[src/rtl/log_record_deframer_crc_check_top_assert.svh]
// ----------------------------------------------------------------------------
// log record deframer assertion macros
// concurrent assertion helpers clocked on aclk
// ----------------------------------------------------------------------------
`ifndef LOG_RECORD_DEFRAMER_CRC_CHECK_TOP_ASSERT_SVH
`define LOG_RECORD_DEFRAMER_CRC_CHECK_TOP_ASSERT_SVH

// checked only outside reset
`define LRDCC_ASSERT(name, prop, msg) \
    name: assert property (@(posedge aclk) disable iff (!aresetn) prop) else $error(msg);

// checked on every edge, reset included
`define LRDCC_ASSERT_ALWAYS(name, prop, msg) \
    name: assert property (@(posedge aclk) prop) else $error(msg);

`endif

[src/rtl/lrdcc_pkg.sv]
// ----------------------------------------------------------------------------
// lrdcc_pkg
// shared types, codes and the crc-32 byte step of the log record deframer
// ----------------------------------------------------------------------------
`default_nettype none

package lrdcc_pkg;

    localparam logic [31:0] CRC_POLY = 32'hEDB88320;
    localparam logic [31:0] CRC_INIT = 32'hFFFFFFFF;
    localparam logic [31:0] MIN_LEN  = 32'd9;
    localparam logic [7:0]  TAG_WRITE_CHAR  = 8'h57;
    localparam logic [7:0]  TAG_COMMIT_CHAR = 8'h4B;

    localparam int QUEUE_DEPTH = 4;
    localparam int QUEUE_AW    = 2;
    localparam int QUEUE_CW    = 3;

    // result kinds
    localparam logic [1:0] KIND_DATA  = 2'd0;
    localparam logic [1:0] KIND_END   = 2'd1;
    localparam logic [1:0] KIND_STOP  = 2'd2;

    // record tags
    localparam logic [1:0] TAG_WRITE  = 2'd0;
    localparam logic [1:0] TAG_COMMIT = 2'd1;
    localparam logic [1:0] TAG_OTHER  = 2'd2;

    // stop causes
    localparam logic [1:0] CAUSE_SHORT = 2'd0;
    localparam logic [1:0] CAUSE_CRC   = 2'd1;
    localparam logic [1:0] CAUSE_MID   = 2'd2;
    localparam logic [1:0] CAUSE_CLEAN = 2'd3;

    localparam logic OP_BYTE = 1'b0;
    localparam logic OP_EOL  = 1'b1;

    // what one input word leaves for the back end
    typedef struct packed {
        logic        has_data;
        logic [7:0]  data_byte;
        logic        has_end;
        logic        verified;
        logic [1:0]  tag;
        logic [63:0] txn;
        logic [1:0]  cause;
    } event_t;

    function automatic logic [31:0] crc32_byte(input logic [31:0] crc, input logic [7:0] b);
        logic [31:0] c;
        c = crc ^ {24'd0, b};
        for (int k = 0; k < 8; k++) begin
            c = c[0] ? (CRC_POLY ^ (c >> 1)) : (c >> 1);
        end
        return c;
    endfunction

endpackage

`default_nettype wire

[src/rtl/lrdcc_front.sv]
// ----------------------------------------------------------------------------
// lrdcc_front
// header parsing, crc-32 over the payload and record classification
// ----------------------------------------------------------------------------
`default_nettype none

module lrdcc_front (
    input  wire logic              aclk,
    input  wire logic              aresetn,
    input  wire logic              accept,
    input  wire logic              op,
    input  wire logic [7:0]        log_byte,
    output lrdcc_pkg::event_t      ev,
    output logic                   ev_push
);

    localparam logic [1:0] PH_LEN  = 2'd0;
    localparam logic [1:0] PH_CRC  = 2'd1;
    localparam logic [1:0] PH_PAY  = 2'd2;
    localparam logic [1:0] PH_STOP = 2'd3;

    logic [1:0]  phase_reg, phase_next;
    logic [1:0]  hdr_cnt_reg, hdr_cnt_next;
    logic [31:0] len_reg, len_next;
    logic [31:0] stored_reg, stored_next;
    logic [31:0] crc_reg, crc_next;
    logic [31:0] pay_cnt_reg, pay_cnt_next;
    logic [1:0]  tag_reg, tag_next;
    logic [63:0] txn_reg, txn_next;

    logic [31:0] crc_step;
    logic [31:0] pay_cnt_inc;
    logic [2:0]  txn_idx;

    assign crc_step    = lrdcc_pkg::crc32_byte(crc_reg, log_byte);
    assign pay_cnt_inc = pay_cnt_reg + 32'd1;
    assign txn_idx     = pay_cnt_reg[2:0] - 3'd1;

    always_comb begin
        phase_next   = phase_reg;
        hdr_cnt_next = hdr_cnt_reg;
        len_next     = len_reg;
        stored_next  = stored_reg;
        crc_next     = crc_reg;
        pay_cnt_next = pay_cnt_reg;
        tag_next     = tag_reg;
        txn_next     = txn_reg;
        ev           = '0;
        ev_push      = 1'b0;

        if (accept && phase_reg != PH_STOP) begin
            if (op == lrdcc_pkg::OP_EOL) begin
                ev.has_end = 1'b1;
                ev.cause   = (phase_reg == PH_LEN && hdr_cnt_reg == 2'd0)
                           ? lrdcc_pkg::CAUSE_CLEAN : lrdcc_pkg::CAUSE_MID;
                ev_push    = 1'b1;
                phase_next = PH_STOP;
            end else begin
                unique case (phase_reg)
                    PH_LEN: begin
                        len_next[{hdr_cnt_reg, 3'b000} +: 8] = log_byte;
                        hdr_cnt_next = hdr_cnt_reg + 2'd1;
                        if (hdr_cnt_reg == 2'd3) begin
                            stored_next = '0;
                            phase_next  = PH_CRC;
                        end
                    end
                    PH_CRC: begin
                        stored_next[{hdr_cnt_reg, 3'b000} +: 8] = log_byte;
                        hdr_cnt_next = hdr_cnt_reg + 2'd1;
                        if (hdr_cnt_reg == 2'd3) begin
                            if (len_reg < lrdcc_pkg::MIN_LEN) begin
                                ev.has_end = 1'b1;
                                ev.cause   = lrdcc_pkg::CAUSE_SHORT;
                                ev_push    = 1'b1;
                                phase_next = PH_STOP;
                            end else begin
                                phase_next   = PH_PAY;
                                pay_cnt_next = '0;
                                crc_next     = lrdcc_pkg::CRC_INIT;
                                tag_next     = lrdcc_pkg::TAG_WRITE;
                                txn_next     = '0;
                            end
                        end
                    end
                    PH_PAY: begin
                        crc_next     = crc_step;
                        pay_cnt_next = pay_cnt_inc;
                        if (pay_cnt_reg == 32'd0) begin
                            if (log_byte == lrdcc_pkg::TAG_WRITE_CHAR) begin
                                tag_next = lrdcc_pkg::TAG_WRITE;
                            end else if (log_byte == lrdcc_pkg::TAG_COMMIT_CHAR) begin
                                tag_next = lrdcc_pkg::TAG_COMMIT;
                            end else begin
                                tag_next = lrdcc_pkg::TAG_OTHER;
                            end
                        end else if (pay_cnt_reg <= 32'd8) begin
                            txn_next[{txn_idx, 3'b000} +: 8] = log_byte;
                        end else begin
                            ev.has_data  = 1'b1;
                            ev.data_byte = log_byte;
                            ev_push      = 1'b1;
                        end
                        if (pay_cnt_inc == len_reg) begin
                            ev.has_end = 1'b1;
                            ev_push    = 1'b1;
                            if (~crc_step == stored_reg) begin
                                ev.verified  = 1'b1;
                                ev.tag       = tag_next;
                                ev.txn       = txn_next;
                                phase_next   = PH_LEN;
                                hdr_cnt_next = '0;
                                len_next     = '0;
                                stored_next  = '0;
                                pay_cnt_next = '0;
                            end else begin
                                ev.cause   = lrdcc_pkg::CAUSE_CRC;
                                phase_next = PH_STOP;
                            end
                        end
                    end
                    default: begin
                        phase_next = phase_reg;
                    end
                endcase
            end
        end
    end

    always_ff @(posedge aclk) begin
        if (!aresetn) begin
            phase_reg   <= PH_LEN;
            hdr_cnt_reg <= '0;
            len_reg     <= '0;
            stored_reg  <= '0;
            crc_reg     <= lrdcc_pkg::CRC_INIT;
            pay_cnt_reg <= '0;
            tag_reg     <= '0;
            txn_reg     <= '0;
        end else begin
            phase_reg   <= phase_next;
            hdr_cnt_reg <= hdr_cnt_next;
            len_reg     <= len_next;
            stored_reg  <= stored_next;
            crc_reg     <= crc_next;
            pay_cnt_reg <= pay_cnt_next;
            tag_reg     <= tag_next;
            txn_reg     <= txn_next;
        end
    end

endmodule

`default_nettype wire

[src/rtl/lrdcc_queue.sv]
// ----------------------------------------------------------------------------
// lrdcc_queue
// short event fifo between the parser and the result sequencer
// ----------------------------------------------------------------------------
`default_nettype none

`include "log_record_deframer_crc_check_top_assert.svh"

module lrdcc_queue (
    input  wire logic              aclk,
    input  wire logic              aresetn,
    input  wire logic              push,
    input  wire lrdcc_pkg::event_t push_ev,
    input  wire logic              pop,
    output lrdcc_pkg::event_t      head_ev,
    output logic                   not_empty,
    output logic                   not_full
);

    lrdcc_pkg::event_t mem_reg [lrdcc_pkg::QUEUE_DEPTH];

    logic [lrdcc_pkg::QUEUE_AW-1:0] wr_ptr_reg, rd_ptr_reg;
    logic [lrdcc_pkg::QUEUE_CW-1:0] count_reg, count_next;
    logic [lrdcc_pkg::QUEUE_CW-1:0] full_level;
    logic [lrdcc_pkg::QUEUE_AW-1:0] ptr_gap;

    assign full_level = lrdcc_pkg::QUEUE_CW'(lrdcc_pkg::QUEUE_DEPTH);
    assign ptr_gap    = wr_ptr_reg - rd_ptr_reg;
    assign not_empty  = (count_reg != '0);
    assign not_full   = (count_reg != full_level);
    assign head_ev    = mem_reg[rd_ptr_reg];

    always_comb begin
        count_next = count_reg;
        if (push && !pop) begin
            count_next = count_reg + 1'b1;
        end else if (pop && !push) begin
            count_next = count_reg - 1'b1;
        end
    end

    always_ff @(posedge aclk) begin
        if (push) begin
            mem_reg[wr_ptr_reg] <= push_ev;
        end
    end

    always_ff @(posedge aclk) begin
        if (!aresetn) begin
            wr_ptr_reg <= '0;
            rd_ptr_reg <= '0;
            count_reg  <= '0;
        end else begin
            if (push) begin
                wr_ptr_reg <= wr_ptr_reg + 1'b1;
            end
            if (pop) begin
                rd_ptr_reg <= rd_ptr_reg + 1'b1;
            end
            count_reg <= count_next;
        end
    end

    `LRDCC_ASSERT(a_count_bound, count_reg <= full_level, "event queue count above depth")
    `LRDCC_ASSERT(a_no_push_full, push |-> not_full, "event pushed into full queue")
    `LRDCC_ASSERT(a_no_pop_empty, pop |-> not_empty, "event popped from empty queue")
    `LRDCC_ASSERT(a_count_up, (push && !pop) |=> count_reg > $past(count_reg), "count missed a push")
    `LRDCC_ASSERT(a_ptr_gap, ptr_gap == count_reg[lrdcc_pkg::QUEUE_AW-1:0], "pointer gap off")

endmodule

`default_nettype wire

[src/rtl/lrdcc_back.sv]
// ----------------------------------------------------------------------------
// lrdcc_back
// turns queued events into one or two result words on the output register
// ----------------------------------------------------------------------------
`default_nettype none

module lrdcc_back (
    input  wire logic              aclk,
    input  wire logic              aresetn,
    input  wire lrdcc_pkg::event_t head_ev,
    input  wire logic              head_valid,
    output logic                   pop,
    input  wire logic              m_ready,
    output logic                   m_valid,
    output logic [1:0]             m_out_kind,
    output logic [7:0]             m_data_byte,
    output logic [1:0]             m_record_tag,
    output logic [63:0]            m_txn_id,
    output logic [1:0]             m_stop_cause
);

    logic        valid_reg;
    logic        data_done_reg, data_done_next;
    logic [1:0]  kind_reg, kind_next;
    logic [7:0]  data_reg, data_next;
    logic [1:0]  tag_reg, tag_next;
    logic [63:0] txn_reg, txn_next;
    logic [1:0]  cause_reg, cause_next;
    logic        load;
    logic        emit_data;

    assign load      = head_valid && (!valid_reg || m_ready);
    // data word goes first when the event carries one not yet sent
    assign emit_data = head_ev.has_data && !data_done_reg;
    assign pop       = load && !(emit_data && head_ev.has_end);

    always_comb begin
        data_done_next = data_done_reg;
        kind_next      = lrdcc_pkg::KIND_DATA;
        data_next      = '0;
        tag_next       = '0;
        txn_next       = '0;
        cause_next     = '0;
        if (load) begin
            data_done_next = !pop;
        end
        if (emit_data) begin
            data_next = head_ev.data_byte;
        end else if (head_ev.verified) begin
            kind_next = lrdcc_pkg::KIND_END;
            tag_next  = head_ev.tag;
            txn_next  = head_ev.txn;
        end else begin
            kind_next  = lrdcc_pkg::KIND_STOP;
            cause_next = head_ev.cause;
        end
    end

    always_ff @(posedge aclk) begin
        if (!aresetn) begin
            valid_reg     <= 1'b0;
            data_done_reg <= 1'b0;
        end else begin
            if (load) begin
                valid_reg <= 1'b1;
            end else if (m_ready) begin
                valid_reg <= 1'b0;
            end
            data_done_reg <= data_done_next;
        end
    end

    always_ff @(posedge aclk) begin
        if (load) begin
            kind_reg  <= kind_next;
            data_reg  <= data_next;
            tag_reg   <= tag_next;
            txn_reg   <= txn_next;
            cause_reg <= cause_next;
        end
    end

    assign m_valid      = valid_reg;
    assign m_out_kind   = kind_reg;
    assign m_data_byte  = data_reg;
    assign m_record_tag = tag_reg;
    assign m_txn_id     = txn_reg;
    assign m_stop_cause = cause_reg;

endmodule

`default_nettype wire

[src/rtl/log_record_deframer_crc_check_top.sv]
// a word that yields a result passes through the event queue into the output register
// throughput: one log byte per cycle while s_ready is high; crc-32 step is combinational
// a last data byte yields two results; the second goes out after the data word
// the four-entry event queue absorbs the second result and output stalls
// reset: synchronous active-low aresetn clears parser state, queue and output valid
// ----------------------------------------------------------------------------
// log_record_deframer_crc_check_top
// write-ahead log record deframer with crc-32 check
// ----------------------------------------------------------------------------
`default_nettype none

module log_record_deframer_crc_check_top (
    input  wire logic        aclk,
    input  wire logic        aresetn,
    input  wire logic        s_valid,
    output logic             s_ready,
    input  wire logic        s_op,
    input  wire logic [7:0]  s_log_byte,
    output logic             m_valid,
    input  wire logic        m_ready,
    output logic [1:0]       m_out_kind,
    output logic [7:0]       m_data_byte,
    output logic [1:0]       m_record_tag,
    output logic [63:0]      m_txn_id,
    output logic [1:0]       m_stop_cause
);

    lrdcc_pkg::event_t push_ev;
    lrdcc_pkg::event_t head_ev;
    logic              push;
    logic              pop;
    logic              not_empty;
    logic              not_full;
    logic              accept;

    assign s_ready = not_full;
    assign accept  = s_valid && not_full;

    lrdcc_front u_front (
        .aclk     (aclk),
        .aresetn  (aresetn),
        .accept   (accept),
        .op       (s_op),
        .log_byte (s_log_byte),
        .ev       (push_ev),
        .ev_push  (push)
    );

    lrdcc_queue u_queue (
        .aclk      (aclk),
        .aresetn   (aresetn),
        .push      (push),
        .push_ev   (push_ev),
        .pop       (pop),
        .head_ev   (head_ev),
        .not_empty (not_empty),
        .not_full  (not_full)
    );

    lrdcc_back u_back (
        .aclk         (aclk),
        .aresetn      (aresetn),
        .head_ev      (head_ev),
        .head_valid   (not_empty),
        .pop          (pop),
        .m_ready      (m_ready),
        .m_valid      (m_valid),
        .m_out_kind   (m_out_kind),
        .m_data_byte  (m_data_byte),
        .m_record_tag (m_record_tag),
        .m_txn_id     (m_txn_id),
        .m_stop_cause (m_stop_cause)
    );

endmodule

`default_nettype wire
[config.mk]
export PLATFORM = sky130hd
export DESIGN_NAME = log_record_deframer_crc_check_top
export DESIGN_NICKNAME = d
export VERILOG_FILES = /design/src/rtl/lrdcc_pkg.sv /design/src/rtl/lrdcc_front.sv /design/src/rtl/lrdcc_queue.sv /design/src/rtl/lrdcc_back.sv /design/src/rtl/log_record_deframer_crc_check_top.sv
export VERILOG_INCLUDE_DIRS = /design/src /design/src/rtl
export SDC_FILE = /design/constraint.sdc
export NUM_CORES = 1
export LEC_CHECK = 0
export BUFFER_PORTS_ARGS = -buffer_cell sky130_fd_sc_hd__buf_2
export CORE_UTILIZATION = 65
export CTS_BUF_LIST = sky130_fd_sc_hd__clkbuf_16
export DETAILED_ROUTE_END_ITERATION = 8
export PLACE_DENSITY = 0.83
export SYNTH_ARGS = -nofsm -noshare
export SYNTH_HDL_FRONTEND = slang
export SYNTH_HIERARCHICAL = 1
export SYNTH_SLANG_ARGS = --single-unit
[constraint.sdc]
create_clock -name aclk -period 12.2 [get_ports aclk]
set_input_delay 2.44 -clock aclk [delete_from_list [all_inputs] [get_ports aclk]]
set_output_delay 2.44 -clock aclk [all_outputs]
set_load 0.01 [all_outputs]
Yosys cells after proc, flatten, opt, wreduce, memory -nomap -nowiden
Memories as Yosys holds them, arrays and structs flattened. A register that Yosys moved wholly into a read port is not among the register bits.
Index checks and enable logic that the tools add are counted.
- register bits: 285
- bits in latches: 0
- memory bits (writable): 316
- memory bits (read-only): 0
- input bits: 13
- output and inout bits: 80
- memories: 1
- add/subtract/negate cells: 9
- multipliers: 0
- divide/modulo/power cells: 0
- magnitude comparators: 2
- equality and inequality tests: 17
- shifts and indexed selects: 4
- mux-type cells: 77
- bitwise gates (word level): 12
- reduce and logical (&&, ||, !) cells: 34
- memories (memory ; depth ; bits a word ; read ports ; clocked after memory_dff ; wr ports ; RTL line ; RTL):
    u_queue.mem_reg ; 4 ; 79 ; 1 ; 1 ; 1 ; lrdcc_queue.sv:20 ; lrdcc_pkg::event_t mem_reg [lrdcc_pkg::QUEUE_DEPTH];
- operators with widths (operator ; number):
    32-bit two-way mux ; 17
    64-bit two-way mux ; 4
    67-bit two-way mux ; 3
    32-bit one-hot mux with 2 select lines ; 3
    64-bit one-hot mux with 2 select lines ; 1
    13-bit inverter with 14-bit output ; 8
    32-bit one-hot mux with 3 select lines ; 1
    79-bit two-way mux ; 1
    70-bit two-way mux ; 1
    32-bit bitwise mux ; 2
    64-bit bitwise mux ; 1
    32-bit equality test ; 2
    8-bit by 8-bit variable shift with 64-bit output (first input constant) ; 1
    8-bit by 8-bit indexed part select with 64-bit output ; 1
    9-bit two-way mux ; 4
    2-bit two-way mux ; 17
    32-bit by 1-bit adder with 32-bit output (second input constant) ; 1
    32-bit by 4-bit <= comparator with 1-bit output (second input constant) ; 1
    32-bit zero test ; 1
    32-bit by 4-bit less-than comparator with 1-bit output (second input constant) ; 1
    32-bit inverter ; 1
    8-bit by 7-bit variable shift with 32-bit output (first input constant) ; 1
    8-bit by 7-bit indexed part select with 32-bit output ; 1
    32-bit by 8-bit XOR with 32-bit output ; 1
    other kinds (28) ; 80

Depth between registers and ports, before layout
Gate-level depths: netlist (run 1).
- depth in word-level cells: 24
- mapped depth: 19
- depth with buffers taken out: 17

Hierarchy
Netlist (run 1), hierarchy kept.
- modules (own cells, without submodules) (module ; instances ; cells an instance ; area each (µm²)):
    lrdcc_front ; 1 ; 1589 ; 12919.9
    lrdcc_queue ; 1 ; 457 ; 11828.8
    lrdcc_back ; 1 ; 176 ; 3001.6
    log_record_deframer_crc_check_top ; 1 ; 1 ; 6.3

Worst setup path after synthesis (run 1)
OpenSTA, ideal clock, no wires.
- kind: input-to-reg
- start point: in s_valid
- end point: mem u_queue/mem_reg[0][0] (netlist name), enable pin
- data arrival time: 5248 ps
- path slack: 6506 ps
- stages on the path: 6
- path buffers: 0
- cells stage by stage: and2_1 > nor2b_1 > and2_1 > o21bai_1 > a41o_1 > and2_1
- word-level cells in the longest chain between the ends: 5
- ends and longest elaborated chain (what ; RTL line ; RTL):
    start, declared ; log_record_deframer_crc_check_top.sv:15 ; input wire logic s_valid,
    1-bit logical AND ; log_record_deframer_crc_check_top.sv:37 ; assign accept = s_valid && not_full;
    1-bit logical AND ; lrdcc_front.sv:51 ; if (accept && phase_reg != PH_STOP) begin
    1-bit two-way mux ; lrdcc_front.sv:51 ;
    net push ; log_record_deframer_crc_check_top.sv:30 ; logic push;
    1-bit two-way mux ; lrdcc_queue.sv:43 ; if (push) begin
    1-bit two-way mux (not written as such) ; lrdcc_queue.sv:44 ; mem_reg[wr_ptr_reg] <= push_ev;
    end, declared ; lrdcc_queue.sv:20 ;
The timed path passes the listed nets, and every way through them passes these cells.

Worst setup path in the final report (run 1)
- start point: reg u_front.pay_cnt_reg[0]
- end point: mem u_queue/mem_reg[2][25] (netlist name), enable pin
- word-level cells in the longest chain between the ends: 9
- ends and longest elaborated chain (what ; RTL line ; RTL):
    start, declared ; lrdcc_front.sv:27 ; logic [31:0] pay_cnt_reg, pay_cnt_next;
    start signal, assigned ; lrdcc_front.sv:146 ; pay_cnt_reg <= pay_cnt_next;
    parallel branches: the longest is 3 deep, another holds 32-bit by 1-bit adder with 32-bit output ; n/a ;
    1-bit two-way mux * ; lrdcc_front.sv:104 ; if (pay_cnt_inc == len_reg) begin
    1-bit one-hot mux with 2 select lines * ; lrdcc_front.sv:59 ; unique case (phase_reg)
    1-bit two-way mux * ; lrdcc_front.sv:52 ; if (op == lrdcc_pkg::OP_EOL) begin
    1-bit two-way mux * ; lrdcc_front.sv:51 ;
    net push ; log_record_deframer_crc_check_top.sv:30 ;
    1-bit two-way mux * ; lrdcc_queue.sv:43 ;
    1-bit two-way mux (not written as such) * ; lrdcc_queue.sv:44 ;
Mark *: on every way through the listed nets, which the timed path passes.

==> results.txt, run 1 <==
----------------------------------------------------
[Worst setup path]
  Kind of end point of the critical path ... register
  Crit path DAT ... 6.58 ns
  FF-to-FF setup slack ... 5.85 ns
  Cell depth of the worst flop-to-flop path ... 12
  Worst-path fanout max ... 48
  Capture point of the worst reg-to-reg path ... u_queue/mem_reg[2][25]$_DFFE_PP_
  Critical path startpoint category ... register
  Crit Reg-Reg Startpoint ... u_front/pay_cnt_reg[0]$_SDFFE_PN0P_
  Critical path class ... reg2reg
  Worst Path Required ... 12.43 ns

[Timing]
  Slew Limit Headroom ... 0.162
  RSZ-0062 raised after global routing ... no
  Endpoints failing setup ... 0
  Fin Clk Skew ... 0.0257 ns
  Final-layout setup total negative slack ... 0 ns
  Minimum clock period ... 6.35 ns
  Highest Clock Rate ... 0.158 GHz
  Worst Setup Slack, final ... 5.85 ns
  Final Max Slew Viols ... 0
  Final hold viol count ... 0
  Slew of the pin with the lowest slew margin ... 1.26 ns
  Tcrit/Tclk final ... 0.520

[Job]
  Maxcap violations ... 0

[CTS]
  Largest buffer count on any clock path ... 3
  Number of gates resized after cts ... 0
  Post-cts hold buffer count ... 0
  Sink Count ... 603
  Clock-pin slew reported for the worst setup and hold paths after clock tree synthesis ... 0.06 ns
  Post-CTS setup buffers ... 0
  Clock root cell ... sky130_fd_sc_hd__clkbuf_16
  TritonCTS buffer count ... 56
  Number of levels in the clock H-tree ... 2
  Skew-Pair Late Insertion Delay ... 0.63 ns
  TritonCTS clock tree ... yes

[Yosys]
  Most common cell in the netlist ... sky130_fd_sc_hd__edfxtp_1
  Cell types with the largest area share after synthesis ... sky130_fd_sc_hd__edfxtp_1 43%, sky130_fd_sc_hd__dfxtp_1 15%, sky130_fd_sc_hd__mux4_2 6.4%, sky130_fd_sc_hd__xnor2_1 3.0%, sky130_fd_sc_hd__and2_1 2.4%
  Number of instances in the synthesized netlist ... 2223
  Commonest cells post-synth ... 394 x sky130_fd_sc_hd__edfxtp_1, 209 x sky130_fd_sc_hd__dfxtp_1, 179 x sky130_fd_sc_hd__nand2_1
  Synth Net Count ... 2257
  #FFs+latches synth ... 603
  Yosys synthesis warning count ... 6
  Share of the synthesized area in the top cell type ... 0.426
  Dominant cell type by area after synthesis ... sky130_fd_sc_hd__edfxtp_1
  Part of the Yosys area used for sequential elements ... 0.577
  Number of enable-type register cells in the synthesized netlist ... 394
  Total standard cell area after synthesis ... 27800 sq um
  Ys async rst share ... 0
  Number of distinct library cell variants in the gate-level netlist after synthesis ... 94
  Syn Area/Cell ... 12.5 sq um
  Synth Flop Type ... sky130_fd_sc_hd__edfxtp_1

[Power]
  Largest vdd supply drop ... 0.134 mV
  Power density cells ... 184 nW/um^2
  P_leak ... 10.5 nW

[Hold path]
  Worst hold path cell count ... 2
  Worst hold path startpoint ... u_front/stored_reg[14]$_SDFFE_PN0P_
  Worst hold path type ... reg2reg
  Hold worst-path end ... u_front/stored_reg[14]$_SDFFE_PN0P_

[Global route]
  Largest net degree at the start of global routing ... 127
  Via count of the first global-routing pass ... 18689
  Wire length of the first global-routing pass ... 106000 microns
  Final global-route overflow total ... 0
  Aggregate global-route resource usage ... 0.315
  Antenna violations before repair ... 0

[Drt]
  Detailed-route vias per instance ... 6.57
  Drc violations ... 0
  Total wire length after detailed routing ... 67700 microns
  Violation count after the first detailed-routing iteration ... 2281
  Detailed-route via count ... 18679
  WL/cell ... 23.8 microns
  Routed Antenna Nets ... 0
  Detailed-routing iteration count for the pre-antenna-repair pass ... 6

[Finish]
  Number of fill cells ... 2751
  Area taken by multi-input logic gates ... 11000 sq um
  Seq. cell area ... 16000 sq um
  Number of flip-flops in the largest register ... 316
  Syn-to-layout area delta ... 9.38%
  Antenna cells ... 0
  Layout net count ... 2288
  Ratio of cells with drive above 1 in the final layout ... 0.149

[Floorplan]
  Total Die Area ... 43500 sq um
  Die extent in x ... 209 microns
  Core Rows ... 75
  Std-Cell Core Area ... 42000 sq um
  Initial core utilization ... 0.660
  Die height ... 209 microns
  Number of primary I/O pins ... 93

[Placement]
  Worst setup slack before clock tree synthesis ... 5.31 ns
  Count of buffers from port buffering ... 92
  HPWL after DPL ... 42200 microns
  Gp weighted congestion ... 0.975

[Run status]
  Outcome ... finished, final reports clean

----------------------------------------------------
-- cells in the final DEF (no fill, tap or decap), drive strengths merged, types with 8 or more instances in the layout --
| cell type | Yosys | layout |
|---|---|---|
| ha | 20 | 20 |
| nand2b | 12 | 12 |
| mux2i | 60 | 60 |
| bufinv | 0 | 8 |
| buf | 53 | 121 |
| o21ai | 48 | 48 |
| o22ai | 35 | 35 |
| o31ai | 14 | 14 |
| nor3b | 9 | 9 |
| a32oi | 25 | 25 |
| xnor2 | 106 | 106 |
| edfxtp | 394 | 394 |
| nand4 | 48 | 48 |
| dfxtp | 209 | 209 |
| o21a | 9 | 9 |
| nor2 | 167 | 167 |
| clkinvlp | 0 | 9 |
| and3 | 24 | 24 |
| clkbuf | 95 | 57 |
| nand3 | 100 | 100 |
| mux4 | 79 | 79 |
| nor4 | 37 | 37 |
| xor2 | 51 | 51 |
| or3 | 11 | 11 |
| xnor3 | 19 | 19 |
| nand2 | 181 | 181 |
| a22oi | 41 | 41 |
| clkinv | 2 | 21 |
| a21oi | 73 | 73 |
| inv | 29 | 42 |
| nor3 | 35 | 35 |
| and2 | 110 | 110 |
| nor2b | 12 | 12 |
-- kinds of logic after synthesis --
kind of cell,after synthesis,share of synthesized area
adder cells (fa/ha/maj),21,0.00974
buffers and inverters,179,0.0293
flip-flops,603,0.577
AO/OA/AOI/OAI,324,0.0804
AND/OR/NAND/NOR,780,0.147
XOR/XNOR,177,0.0711
multiplexers,139,0.0857
-- routing by layer --
metal	global-route usage	up-vias	part of all wire
li1	-	8363	-
met1	0.427	9228	0.39
met2	0.522	903	0.49
met4	0.112	0	0.034
met3	0.0491	185	0.080
met5	0	-	0
-- critical path: stages (launching register included) --
cell and delay, ns:
sky130_fd_sc_hd__dfxtp_1 0.72, sky130_fd_sc_hd__ha_1 0.38, sky130_fd_sc_hd__nand3_1 0.27, sky130_fd_sc_hd__nor2_1 0.66
sky130_fd_sc_hd__nand3_1 0.33, sky130_fd_sc_hd__o31ai_1 0.41, sky130_fd_sc_hd__nor4b_2 0.49, sky130_fd_sc_hd__and2_2 0.30
sky130_fd_sc_hd__a31oi_1 0.12, sky130_fd_sc_hd__o21bai_1 0.52, sky130_fd_sc_hd__a41o_1 0.40, sky130_fd_sc_hd__and2_4 0.56
sky130_fd_sc_hd__buf_4 0.72
-- cell type report --
cell class              instances  share of cell area
flip-flops and latches        603               0.528
multi-input cells            1441               0.361
clock buffers                  57              0.0470
repair buffers                121              0.0224
well taps                     539              0.0222
clock inverters                49              0.0160
inverters                      31             0.00383
-- power breakdown --
group          total, mW  switching [mW]  internal [mW]
clock               1.80           0.771           1.03
combinational       1.23           0.704          0.531
sequential          2.56           0.107           2.45
-- how the worst max path moves through the flow --
stage | startpoint | endpoint | cells past startpoint
6_report | u_front/pay_cnt_reg[0]$_SDFFE_PN0P_ | u_queue/mem_reg[2][25]$_DFFE_PP_ | 12
5_1_grt | s_log_byte[1] | u_front/len_reg[1]$_SDFFE_PN0P_ | 11
4_1_cts | s_log_byte[1] | u_front/len_reg[1]$_SDFFE_PN0P_ | 11
3_5_place_dp | s_log_byte[1] | u_front/len_reg[1]$_SDFFE_PN0P_ | 11
3_3_place_gp | s_log_byte[1] | u_front/len_reg[1]$_SDFFE_PN0P_ | 11
2_1_floorplan | s_valid | u_queue/mem_reg[0][0]$_DFFE_PP_ | 6
-- stage by stage --
| stage | std cells | utilization | hold slack [ns] | cell area [sq um] | power [mW] |
|---|---|---|---|---|---|
| finish | 2841 | 0.722 | 0.476 | 30400 | 5.59 |
| global route | 2841 | 0.722 | 0.494 | 30400 | 5.80 |
| CTS | 2841 | 0.722 | 0.478 | 30400 | 5.62 |
| detailed placement | 2735 | 0.677 | 0.470 | 28400 | 3.83 |
| global placement | 2735 | 0.677 | 0.453 | 28400 | 3.80 |
| floorplan | 2223 | - | 0.435 | 27800 | 3.49 |
No activity file was read; power rests on OpenSTA's default activity.
==> run 2, diff against run 1 <==
--- a/config.mk
+++ b/config.mk
@@ -6,11 +6,12 @@
 export SDC_FILE = /design/constraint.sdc
 export NUM_CORES = 1
 export LEC_CHECK = 0
+export ABC_AREA = 1
 export BUFFER_PORTS_ARGS = -buffer_cell sky130_fd_sc_hd__buf_2
-export CORE_UTILIZATION = 65
+export CORE_UTILIZATION = 57
 export CTS_BUF_LIST = sky130_fd_sc_hd__clkbuf_16
 export DETAILED_ROUTE_END_ITERATION = 8
-export PLACE_DENSITY = 0.83
+export PLACE_DENSITY = 0.77
 export SYNTH_ARGS = -nofsm -noshare
 export SYNTH_HDL_FRONTEND = slang
 export SYNTH_HIERARCHICAL = 1
==> constraint.sdc (replaced) <==
create_clock -name aclk -period 5.47 [get_ports aclk]
set_input_delay 1.094 -clock aclk [delete_from_list [all_inputs] [get_ports aclk]]
set_output_delay 1.094 -clock aclk [all_outputs]
set_load 0.01 [all_outputs]
==> run 2 against run 1 <==
Compared with the run above: critical path depth grew 15; sequential share of layout area shrank 3.3 points; global-route usage shrank 3.2 points; critical endpoint is now u_queue/count_reg[2]$_SDFFE_PN0P_; largest cell class unchanged.
==> results.txt, run 2 <==
----------------------------------------------------
[Run status]
  Outcome ... finished, final reports clean

[Worst setup path]
  Cell with the largest stage delay on the worst path ... sky130_fd_sc_hd__dfxtp_1
  Cell repeated most along the worst path ... sky130_fd_sc_hd__nand2_1
  Worst-path fanout max ... 7 (-85%)
  Critical path class ... reg2reg
  Worst path bufs/invs ... 3 (+2)
  Kind of end point of the critical path ... register
  Worst Path Required ... 6.00 ns (-6.43 ns)
  Crit path DAT ... 5.33 ns (-1.25 ns)
  Critical path startpoint category ... register
  Crit path largest cell delay ... 0.46 ns (-0.26 ns)
  Top Family by Delay on Critical Path ... simple AND/OR/NAND/NOR gates

[Yosys]
  Multiplexer fraction of the synthesized cell area ... 0.00237 (-0.0834)
  Yosys synthesis warning count ... 6 (unchanged)
  Cell types with the largest area share after synthesis ... sky130_fd_sc_hd__edfxtp_1 40%, sky130_fd_sc_hd__dfxtp_1 14%, sky130_fd_sc_hd__nand2_1 11%, sky130_fd_sc_hd__nor2_1 6.8%, sky130_fd_sc_hd__inv_1 5.5%
  #FFs+latches synth ... 603 (unchanged)
  Commonest cells post-synth ... 879 x sky130_fd_sc_hd__nand2_1, 536 x sky130_fd_sc_hd__nor2_1, 430 x sky130_fd_sc_hd__inv_1
  Area fraction in compound gates after synthesis ... 0.0856 (+0.00520)
  Share of the synthesized area in the top cell type ... 0.400 (-0.0261)
  Synth Flop Type ... sky130_fd_sc_hd__edfxtp_1
  Share of the synthesized netlist area taken by xor and xnor gates ... 0.00207 (-0.0691)
  Fraction of the mapped netlist area in simple logic gates ... 0.273 (+0.126)
  Adder-cell share of the synthesized area ... 0.00914 (-0.000595)
  Syn Area/Cell ... 8.18 sq um (-34%)
  Synth Net Count ... 3648 (+62%)
  Total standard cell area after synthesis ... 29600 sq um (+6.5%)
  Ys async rst share ... 0 (unchanged)
  Dominant cell type by area after synthesis ... sky130_fd_sc_hd__edfxtp_1
  Most common cell in the netlist ... sky130_fd_sc_hd__nand2_1
  Number of distinct library cell variants in the gate-level netlist after synthesis ... 43 (-54%)
  Part of the Yosys area used for sequential elements ... 0.542 (-0.0353)
  Number of instances in the synthesized netlist ... 3614 (+63%)
  Main combinational cell family by area after synthesis ... simple AND/OR/NAND/NOR gates
  Number of enable-type register cells in the synthesized netlist ... 394 (unchanged)

[Drt]
  WL/cell ... 17.4 microns (-27%)
  Total wire length after detailed routing ... 76100 microns (+12%)
  Detailed-routing iteration count for the pre-antenna-repair pass ... 6 (unchanged)
  Detailed-route vias per instance ... 5.63 (-14%)
  Routed Antenna Nets ... 0 (unchanged)
  Detailed-route via count ... 24645 (+32%)
  Violation count after the first detailed-routing iteration ... 2406 (+5.5%)
  Drc violations ... 0 (unchanged)

[Global route]
  Via count of the first global-routing pass ... 22409 (+20%)
  Wire length of the first global-routing pass ... 118000 microns (+12%)
  Largest net degree at the start of global routing ... 111 (-13%)
  Antenna violations before repair ... 1 (+1)
  Final global-route overflow total ... 0 (unchanged)
  Aggregate global-route resource usage ... 0.284 (-0.0316)

[CTS]
  Post-CTS setup buffers ... 0 (unchanged)
  TritonCTS buffer count ... 59 (+5.4%)
  Skew-Pair Late Insertion Delay ... 0.64 ns (about the same)
  Post-cts hold buffer count ... 0 (unchanged)
  TritonCTS clock tree ... yes
  Largest buffer count on any clock path ... 3 (unchanged)
  Clock root cell ... sky130_fd_sc_hd__clkbuf_16
  Number of levels in the clock H-tree ... 2 (unchanged)
  Sink Count ... 603 (unchanged)
  Clock-pin slew reported for the worst setup and hold paths after clock tree synthesis ... 0.07 ns (about the same)
  Number of gates resized after cts ... 0 (unchanged)

[Finish]
  Commonest cells after routing, fill and taps aside ... 878 x sky130_fd_sc_hd__nand2_1, 535 x sky130_fd_sc_hd__nor2_1, 436 x sky130_fd_sc_hd__inv_1, 394 x sky130_fd_sc_hd__edfxtp_1, 237 x sky130_fd_sc_hd__nand3_1
  Most common library cell in the layout ignoring fill and taps ... sky130_fd_sc_hd__nand2_1
  Number of flip-flops in the largest register ... 316 (unchanged)
  Number of fill cells ... 4328 (+57%)
  Syn-to-layout area delta ... 9.50%
  Layout net count ... 3680 (+61%)
  Ratio of cells with drive above 1 in the final layout ... 0.0928 (-0.0567)

[Floorplan]
  Number of primary I/O pins ... 93 (unchanged)
  Die extent in x ... 230 microns (+10%)
  Std-Cell Core Area ... 51300 sq um (+22%)
  Initial core utilization ... 0.576 (-0.0840)
  Total Die Area ... 52800 sq um (+21%)
  Core Rows ... 83 (+11%)
  Die height ... 230 microns (+10%)

[Placement]
  Count of buffers from port buffering ... 92 (unchanged)
  Gp weighted congestion ... 0.981 (+0.65%)
  HPWL after DPL ... 50400 microns (+19%)

[Timing]
  Tcrit/Tclk final ... 0.878 (+0.357)
  Final Max Slew Viols ... 0 (unchanged)
  RSZ-0062 raised after global routing ... no
  Final hold viol count ... 0 (unchanged)
  Highest Clock Rate ... 0.208 GHz (+32%)
  Slew Limit Headroom ... 0.192 (+0.0302)
  Minimum clock period ... 4.80 ns (-1.55 ns)
  Fin Clk Skew ... 0.0236 ns (-0.00212 ns)
  Final-layout setup total negative slack ... 0 ns (unchanged)
  Endpoints failing setup ... 0 (unchanged)
  Slew of the pin with the lowest slew margin ... 1.21 ns (-0.0453 ns)

[Power]
  Power density cells ... 408 nW/um^2 (+120%)
  P_leak ... 13.3 nW (+27%)
  Largest vdd supply drop ... 0.276 mV (+110%)
  Total design power ... 13.2 mW (+140%)

[Job]
  Maxcap violations ... 0 (unchanged)

[Hold path]
  Worst hold path type ... reg2reg

----------------------------------------------------
-- run 2: cell type report --
type	count	area, sq um	area share
sequential	603	16000	0.495
multi-input combinational	2401	11000	0.340
inverter	447	1700	0.0526
clock buffer	60	1500	0.0464
timing repair buffer	134	891	0.0275
tap	680	851	0.0263
clock inverter	52	387	0.0119
antenna	1	2.50	0.0000773
-- run 2: path summary, 6_finish.rpt --
path                                            start                                end  slack [ns]  cells after the start
setup / recovery  u_front/pay_cnt_reg[1]$_SDFFE_PN0P_  u_queue/count_reg[2]$_SDFFE_PN0P_        0.67                     27
hold / removal     u_queue/rd_ptr_reg[1]$_SDFFE_PN0P_                           register        0.46                      1
setup reg to reg  u_front/pay_cnt_reg[1]$_SDFFE_PN0P_  u_queue/count_reg[2]$_SDFFE_PN0P_        0.67                     27
hold reg to reg    u_queue/rd_ptr_reg[1]$_SDFFE_PN0P_                           register        0.46                      1
-- run 2: cells by family after synthesis --
kind of cell / count (synthesis)
compound gates: 471
xor+xnor: 7
fa+ha+maj: 21
buf+inv: 610
flops: 603
mux: 7
simple gates: 1895
-- run 2: per-layer routing --
| metal | track usage | wire length, microns |
|---|---|---|
| met3 | 0.0427 | 6200 |
| met5 | 0 | 0 |
| met2 | 0.474 | 36400 |
| met1 | 0.371 | 30600 |
| met4 | 0.113 | 2910 |
-- run 2: power by group --
part	internal [mW]	switching (mW)	leakage, nW	total [mW]
sequential	5.53	0.196	5.34	5.73
combinational	1.03	2.53	6.96	3.56
clock	2.19	1.73	0.966	3.92
total	8.75	4.46	13.3	13.2
-- run 2: metrics by stage --
stage               instance area (sq um)  setup WS (ns)  hold slack, ns  cells  utilization
detailed placement                  30500          0.409           0.444   4265        0.594
finish                              32400          0.670           0.457   4378        0.631
floorplan                           29600           1.01           0.412   3614            -
global route                        32400          0.264           0.455   4378        0.631
global placement                    30500          0.567           0.418   4265        0.594
CTS                                 32400          0.821           0.451   4377        0.631
